File: config.mk
export PLATFORM = sky130hd
export DESIGN_NAME = sbcs_cell
export DESIGN_NICKNAME = d
export VERILOG_FILES = /design/src/hdl/sbcs_pkg.sv /design/src/hdl/sbcs_cell.sv
export SDC_FILE = /design/constraint.sdc
export NUM_CORES = 2
export LEC_CHECK = 0
export ABC_AREA = 1
export BUFFER_PORTS_ARGS = -buffer_cell sky130_fd_sc_hd__buf_2
export CORE_AREA = 10 10 482 484
export DETAILED_ROUTE_END_ITERATION = 16
export DIE_AREA = 0 0 492 494
export PLACE_DENSITY = 0.56
export SLEW_MARGIN = 20
export SYNTH_ARGS = -nofsm -noshare
export SYNTH_HDL_FRONTEND = slang
export SYNTH_SLANG_ARGS = --single-unit
File: constraint.sdc
create_clock -name clk -period 10.3 [get_ports clk]
set_input_delay 3.09 -clock clk [delete_from_list [all_inputs] [get_ports clk]]
set_output_delay 3.09 -clock clk [all_outputs]
set_load 0.01 [all_outputs]
File: src/hdl/sbcs_pkg.sv
// Package of the collision scan unit: sizes and the buses between top level and cells.
package sbcs_pkg;

    localparam int TABLE_DEPTH = 32;
    localparam int COORD_BITS  = 20;
    localparam int IDX_W       = 5;
    localparam int RANGE_W     = 6;
    localparam int RAD_W       = 19;
    localparam int WORD_W      = 16;
    localparam int CNT_W       = $clog2(TABLE_DEPTH + 2);

    // Broadcast write data for one table entry.
    typedef struct packed {
        logic signed [COORD_BITS-1:0] x;
        logic signed [COORD_BITS-1:0] y;
        logic signed [COORD_BITS-1:0] z;
        logic [RAD_W-1:0]             radius;
        logic [WORD_W-1:0]            group_bits;
        logic [WORD_W-1:0]            mask_bits;
        logic                         dying;
    } wr_t;

    // Query descriptor handed from cell to cell; idx is the slot of the receiving cell.
    typedef struct packed {
        logic                         valid;
        logic                         active;
        logic [IDX_W-1:0]             slot;
        logic signed [COORD_BITS-1:0] x;
        logic signed [COORD_BITS-1:0] y;
        logic signed [COORD_BITS-1:0] z;
        logic [RAD_W-1:0]             radius;
        logic [WORD_W-1:0]            group_bits;
        logic [WORD_W-1:0]            mask_bits;
        logic [RANGE_W-1:0]           start;
        logic [RANGE_W-1:0]           stop;
        logic [RANGE_W-1:0]           idx;
    } query_t;

endpackage

File: src/hdl/sbcs_cell.sv
// One table entry with its two-stage sphere overlap test.
module sbcs_cell (
    input  logic           clk,
    input  logic           rst_n,
    input  sbcs_pkg::wr_t  wr,
    input  logic           wr_sel,
    input  sbcs_pkg::query_t q_in,
    output sbcs_pkg::query_t q_out,
    output logic           hit
);

    localparam int D_W    = sbcs_pkg::COORD_BITS + 1;
    localparam int SQ_W   = 2 * sbcs_pkg::COORD_BITS + 1;
    localparam int SUM_W  = SQ_W + 2;
    localparam int RS_W   = sbcs_pkg::RAD_W + 1;
    localparam int RS2_W  = 2 * RS_W;
    localparam int CMP_W  = (SUM_W > RS2_W) ? SUM_W : RS2_W;

    logic signed [sbcs_pkg::COORD_BITS-1:0] x_reg, y_reg, z_reg;
    logic [sbcs_pkg::RAD_W-1:0]  rad_reg;
    logic [sbcs_pkg::WORD_W-1:0] grp_reg, msk_reg;
    logic                        dying_reg;

    sbcs_pkg::query_t q_reg, q_next;
    logic             s1_valid_reg;
    logic             ok_reg, ok_next;
    logic [SQ_W-1:0]  sqx_reg, sqy_reg, sqz_reg, sqx_next, sqy_next, sqz_next;
    logic [RS2_W-1:0] rs2_reg, rs2_next;
    logic             hit_reg, hit_next;

    logic signed [D_W-1:0]   dx, dy, dz;
    logic signed [2*D_W-1:0] px, py, pz;
    logic [RS_W-1:0]         rs;
    logic [SUM_W-1:0]        dsum;

    assign dx = $signed({q_in.x[sbcs_pkg::COORD_BITS-1], q_in.x})
              - $signed({x_reg[sbcs_pkg::COORD_BITS-1], x_reg});
    assign dy = $signed({q_in.y[sbcs_pkg::COORD_BITS-1], q_in.y})
              - $signed({y_reg[sbcs_pkg::COORD_BITS-1], y_reg});
    assign dz = $signed({q_in.z[sbcs_pkg::COORD_BITS-1], q_in.z})
              - $signed({z_reg[sbcs_pkg::COORD_BITS-1], z_reg});
    assign px = dx * dx;
    assign py = dy * dy;
    assign pz = dz * dz;
    assign sqx_next = px[SQ_W-1:0];
    assign sqy_next = py[SQ_W-1:0];
    assign sqz_next = pz[SQ_W-1:0];
    assign rs       = {1'b0, q_in.radius} + {1'b0, rad_reg};
    assign rs2_next = rs * rs;

    always_comb
    begin
        ok_next = q_in.active
               && (q_in.idx >= q_in.start) && (q_in.idx < q_in.stop)
               && (((q_in.group_bits & msk_reg) != '0) || ((grp_reg & q_in.mask_bits) != '0))
               && (rad_reg != '0) && !dying_reg
               && (q_in.idx != {1'b0, q_in.slot});
        q_next     = q_in;
        q_next.idx = q_in.idx + 1'b1;
    end

    assign dsum = SUM_W'(sqx_reg) + SUM_W'(sqy_reg) + SUM_W'(sqz_reg);
    assign hit_next = ok_reg && (CMP_W'(dsum) < CMP_W'(rs2_reg));

    // Entry contents: radius, words and flag clear at reset so an unwritten slot never hits.
    always_ff @(posedge clk or negedge rst_n)
    begin
        if (!rst_n)
        begin
            rad_reg      <= '0;
            grp_reg      <= '0;
            msk_reg      <= '0;
            dying_reg    <= 1'b0;
            q_reg        <= '0;
            s1_valid_reg <= 1'b0;
            hit_reg      <= 1'b0;
        end
        else
        begin
            if (wr_sel)
            begin
                rad_reg   <= wr.radius;
                grp_reg   <= wr.group_bits;
                msk_reg   <= wr.mask_bits;
                dying_reg <= wr.dying;
            end
            q_reg        <= q_next;
            s1_valid_reg <= q_in.valid;
            if (s1_valid_reg)
            begin
                hit_reg <= hit_next;
            end
        end
    end

    always_ff @(posedge clk)
    begin
        if (wr_sel)
        begin
            x_reg <= wr.x;
            y_reg <= wr.y;
            z_reg <= wr.z;
        end
        if (q_in.valid)
        begin
            ok_reg  <= ok_next;
            sqx_reg <= sqx_next;
            sqy_reg <= sqy_next;
            sqz_reg <= sqz_next;
            rs2_reg <= rs2_next;
        end
    end

    assign q_out = q_reg;
    assign hit   = hit_reg;

endmodule

== After elaboration in Yosys (flattened, before gate mapping) ==
Cells that the tools add are included.
Cells by class
  $lt $le $gt $ge: 3
  reductions and logical operators: 12
  equal/unequal tests: 1
  $add $sub $neg: 7
  bitwise operators: 2
  multipliers: 4
Operators with widths (number)
  $mul 21x21->41: 3
  $sub 20x20->21: 3
  $add 42x41->43: 1
  $lt 43x40->1: 1
  $add 41x41->42: 1
  $mul 20x20->40: 1
  $and 16x16->16: 2
  $reduce_bool 16->1: 2
  $add 19x19->20: 1
  $reduce_bool 19->1: 1
  $logic_and 1x1->1: 7
  $add 6x1->6 const B: 1
  $ge 6x6->1: 1
  $lt 6x6->1: 1
  $ne 6x5->1: 1
  $logic_not 1->1: 1
  $logic_or 1x1->1: 1
Storage, ports and cells
  word-level logic and storage cells: 54
  output and inout port bits: 137
  input port bits: 251
  register bits after elaboration: 413

== Depth between registers and ports, before layout ==
  depth after elaboration: 7
  depth in mapped cells: 43
  depth with buffers taken out: 43

== Worst setup path after synthesis ==
OpenSTA, ideal clock, no wires.
  path kind: input port to flip-flop
  from: in q_in[111] (netlist bit)
  to: reg sqx_reg[40], data pin
  setup time: 0.253 ns
  arrival: 10.249 ns
  buffers on the path: 1
  data required time: 10.047 ns
  stages: 30
  setup slack: -0.202 ns
  cells stage by stage: ha_1 a21oi_1 nand2_1 xor2_1 clkinv_1 buf_2 nor2_1 inv_1 fa_1 inv_1 fa_1 inv_1 fa_1 inv_1 fa_1 inv_1 fa_1 fa_1 fa_1 inv_1 ha_1 nand2_1 nor2_1 inv_1 nor4_1 o21ai_0 nand3_1 inv_1 nand2_1 nand2_1
Between the ends
  longest elaborated chain between the ends: 2
Ends and longest elaborated chain
  start: declaration: line sbcs_cell.sv:7  | input sbcs_pkg::query_t q_in,
  $sub 20x20->21: line sbcs_cell.sv:37  | - $signed({x_reg[sbcs_pkg::COORD_BITS-1], x_reg});
  $mul 21x21->41: line sbcs_cell.sv:42  | assign px = dx * dx;
  via px[40]: line sbcs_cell.sv:32  | logic signed [2*D_W-1:0] px, py, pz;
  end signal: assignment: line sbcs_cell.sv:107  | sqx_reg <= sqx_next;
  end: declaration: line sbcs_cell.sv:27  | logic [SQ_W-1:0] sqx_reg, sqy_reg, sqz_reg, sqx_next, sqy_next, sqz_next;
The timed path passes the listed nets, and every way through them passes these cells.
A chain may end at the register's enable or synchronous reset.

== Worst setup path in the final report ==
  from: in q_in[89] (netlist bit)
  to: reg sqy_reg[40], data pin
Between the ends
  longest elaborated chain between the ends: 2
Ends and longest elaborated chain
  $sub 20x20->21: line sbcs_cell.sv:39  | - $signed({y_reg[sbcs_pkg::COORD_BITS-1], y_reg});
  $mul 21x21->41: line sbcs_cell.sv:43  | assign py = dy * dy;
  via py[40]: line sbcs_cell.sv:32
  end signal: assignment: line sbcs_cell.sv:108  | sqy_reg <= sqy_next;
  end: declaration: line sbcs_cell.sv:27
The timed path passes the listed nets, and every way through them passes these cells.

==> reports/qor_table.md <==
| Stage | Item | Value |
|:---|:---|:---|
| clock tree | Num CTS Buffers | 50 |
| hold path | Worst hold endpoint | grp_reg[15] |
| hold path | Hold Crit Start | grp_reg[15] |
| clock tree | Maximum clock insertion buffer count | 3 |
| global route | Total overflow reported by the global router | 0 |
| setup path | Slowest cell delay on critical path | 0.60 ns |
| global route | Total routing resource utilization after global routing | 0.186 |
| sta | Max Fclk | 99.4 MHz |
| floorplan | Floorplan core area | 222000 um^2 |
| synthesis | Top cell type's share of synthesized area | 0.400 |
| setup path | Count of buffering cells on the critical path with inverters included | 13 |
| clock tree | Root Buffer | clkbuf_16 |
| floorplan | Site row count | 173 |
| drt | Post-route ant nets | 0 |
| placed design | Final HPWL DP | 202000 um |
| setup path | Cell count of the worst reg-to-reg path | 38 |
| synthesis | Post-synth ARST share | 0.462 |
| setup path | Worst setup path category | primary input to register |
| sta | Slew at the pin closest to its max-slew limit | 0.911 ns |
| placed design | Cell area reported after detailed placement | 94100 um^2 |
| setup path | Slowest stage cell on the critical path | fa_1 |
| drt | Number of remaining DRC errors | 0 |
| global route | Maximum number of pins on one net before global-route repair | 139 |
| sta | Number of max-slew violations in the final report | 0 |
| synthesis | Most used flip-flop cell after synthesis | edfxtp_1 |
| sta | Smallest setup slack after layout | 0.242 ns |
| setup path | Critical path arrival | 10.42 ns |
| sta | Minimum clock period after layout | 10.06 ns |
| synthesis | Number of warnings reported in the yosys synthesis log | 0 |
| floorplan | Die area | 243000 um^2 |
| sta | Final hold violations | 0 |
| setup path | CP max FO | 10 |
| clock tree | TritonCTS clock tree | done |
| drt | Average wire length per cell after detail routing | 16.7 um |
| synthesis | Dominant cell type by area after synthesis | fa_1 |
| synthesis | Cell count after synthesis | 8686 |
| setup path | Crit path top cell by count | inv_1 |
| floorplan | Die Ht | 494 um |
| placed design | Minimum setup slack after placement | -0.953 ns |
| synthesis | Number of enable-type register cells in the synthesized netlist | 220 |
| synthesis | Top cells by area in the synthesized netlist | fa_1, inv_1, ha_1 |
| setup path | Endpoint class of the critical path | register |
| floorplan | Initial Util | 0.350 |
| sta | Final clock period utilization by the worst path | 0.976 |
| drt | Total number of vias | 61700 |
| synthesis | Synth cell types | 65 |
| flow run | # Max-Cap Violations | 0 |
| layout | Layout Cell Area excl Fill | 97000 um^2 |
| placed design | Final Wtd Congestion | 0.917 |
| layout | Area added between synthesis and finish | 25.0% |
| global route | Antenna violations before repair | 5 |
| drt | Number of DRC markers after the initial detailed-route iteration | 2873 |
| setup path | Capture instance of the worst register-to-register path | sqx_reg[39] |
| floorplan | Die Span X | 492 um |
| clock tree | Worst skew pair latency | 0.72 ns |
| clock tree | Clock transition at path regs | 0.06 ns |
| setup path | Kind of cell adding the most delay to the critical path | adder cells |
| sta | Setup repair after global routing missed its margin | yes |
| sta | Slew Limit Headroom | 0.386 |
| drt | DRT Wirelength | 225000 um |
| placed design | Total of buffers placed on input and output ports | 387 |
| clock tree | Count of hold buffers inserted by post-cts repair | 0 |
| outcome | Result of the run | finished, final reports clean |
| setup path | Required time reported for the critical path endpoint | 10.66 ns |
| synthesis | Top-count cell post-synth | inv_1 |
| setup path | Worst setup slack for register-to-register paths | 2.41 ns |
| hold path | Worst Hold Class | register to register |
| layout | Fin nets | 12900 |
| layout | Number of flip-flops under the largest register name | 135 |
| drt | Vias per Instance | 4.58 |
| synthesis | Part of the Yosys area used for sequential elements | 0.146 |
| synthesis | Number of register bits inferred by synthesis | 409 |
| synthesis | Most common library cells after synthesis | inv_1, fa_1, nand2_1 |
| layout | Proportion of layout cells with a drive suffix above 1 | 0.218 |
| clock tree | TritonCTS sink count | 409 |
| setup path | Worst flop-to-flop path startpoint | x_reg[11] |
| floorplan | Boundary Pins | 388 |
| global route | Number of global-route vias before repair | 68600 |
| synthesis | Netlist area before placement | 77600 um^2 |
| hold path | Hold Path Depth | 1 |
| drt | Number of detailed-route iterations in the first pass | 8 |
| clock tree | H-tree lvl count | 2 |
| setup path | Category of the worst setup path launch point | primary input |
| setup path | Worst setup path startpoint | q_in[89] |
| synthesis | Avg Inst Size Synth | 8.94 um^2 |
| sta | Final setup vio count | 0 |
| sta | Clock Skews | 0.0928 ns |
| global route | First-pass GRT wire length | 366000 um |
-- what timing repair did --
item / CTS / global route
pin swaps: 1 / 33
setup endpoints to repair: 6 / 81
setup buffers: 0 / 12
hold endpoints to repair: 0 / 0
resized for setup: 14 / 241
-- through the flow --
stage / utilization / std cells / TNS [ns] / hold WS (ns)
floorplan: - / 8687 / -0.0624 / 0.481
global placement: 0.424 / 13400 / -37.27 / 0.490
detailed placement: 0.424 / 13400 / -40.83 / 0.496
CTS: 0.432 / 13500 / 0 / 0.510
global route: 0.437 / 13500 / -0.296 / 0.528
finish: 0.437 / 13500 / 0 / 0.507
-- worst register-to-register path: cells and delay by family, from the launching register on --
family	cells	cell delay (ns)
fa+ha+maj	9	3.99
buf+inv	14	1.30
flops	1	0.33
simple gates	15	2.03
-- worst max path at each step --
stage	to	slack (ns)	cells past startpoint
3_3_place_gp	sqy_reg[40]	-0.94	38
5_1_grt	sqy_reg[40]	-0.09	35
4_1_cts	sqy_reg[36]	0.009	40
2_1_floorplan	sqx_reg[40]	-0.06	35
3_5_place_dp	sqy_reg[40]	-0.95	33
6_report	sqy_reg[40]	0.24	39
-- layer usage --
metal  track usage  part of all wire  up-vias
met4        0.0383             0.023        2
met1         0.246              0.44    30900
met3        0.0212             0.042      243
li1              -                 -    29400
met2         0.330              0.50     1207
met5             0          0.000031        -
-- logic make-up (layout without fill, tap and decap cells) --
kind of cell,count (synthesis),after routing,share of synthesized area
AOI/OAI and AO/OA,735,735,0.0544
xor gates and xnor gates,280,280,0.0336
adders and majority gates,2217,2217,0.507
buffers and inverters,2542,4351,0.124
DFF,409,409,0.146
muxes,44,44,0.00638
other,2,6,0.0000968
and+or+nand+nor,2457,2457,0.128
-- cells in the final DEF, fill, tap and decap left out, types with 8 or more instances in the layout --
master and count:
fa_2 9, xnor2_1 81, buf_6 12, fa_1 1543, xor2_2 16, or2_2 12
nand4_1 63, a21boi_0 11, clkbuf_16 51, mux2_2 44, a21oi_1 297, xor2_1 172
nor2_1 873, buf_12 45, ha_2 15, ha_1 636, dfrtp_1 189, nor2_2 78
ha_4 14, a21o_1 56, nand2_2 25, nor3_2 13, nor4_1 10, nor3_1 36
edfxtp_1 220, a21oi_2 30, bufinv_16 8, inv_1 2363, o21bai_1 40, buf_4 1392
buf_2 384, o21a_1 9, nand3_1 163, o21ai_1 29, o211ai_1 11, clkinv_1 10
o21ai_0 162, a31oi_1 34, nand2_1 1146, inv_2 46
-- layout make-up --
type	count	area, um^2
Antenna cell	3	7.51
Clock buffer	61	1360
Clock inverter	31	458
Fill cell	21900	125000
Inverter	2424	9120
Multi-Input combinational cell	5736	57600
Sequential cell	409	11300
Tap cell	2975	3720
Timing Repair Buffer	1835	13400
Power is not shown: default switching activity piles up to over one toggle a cycle in this logic, so the estimate is an artifact.
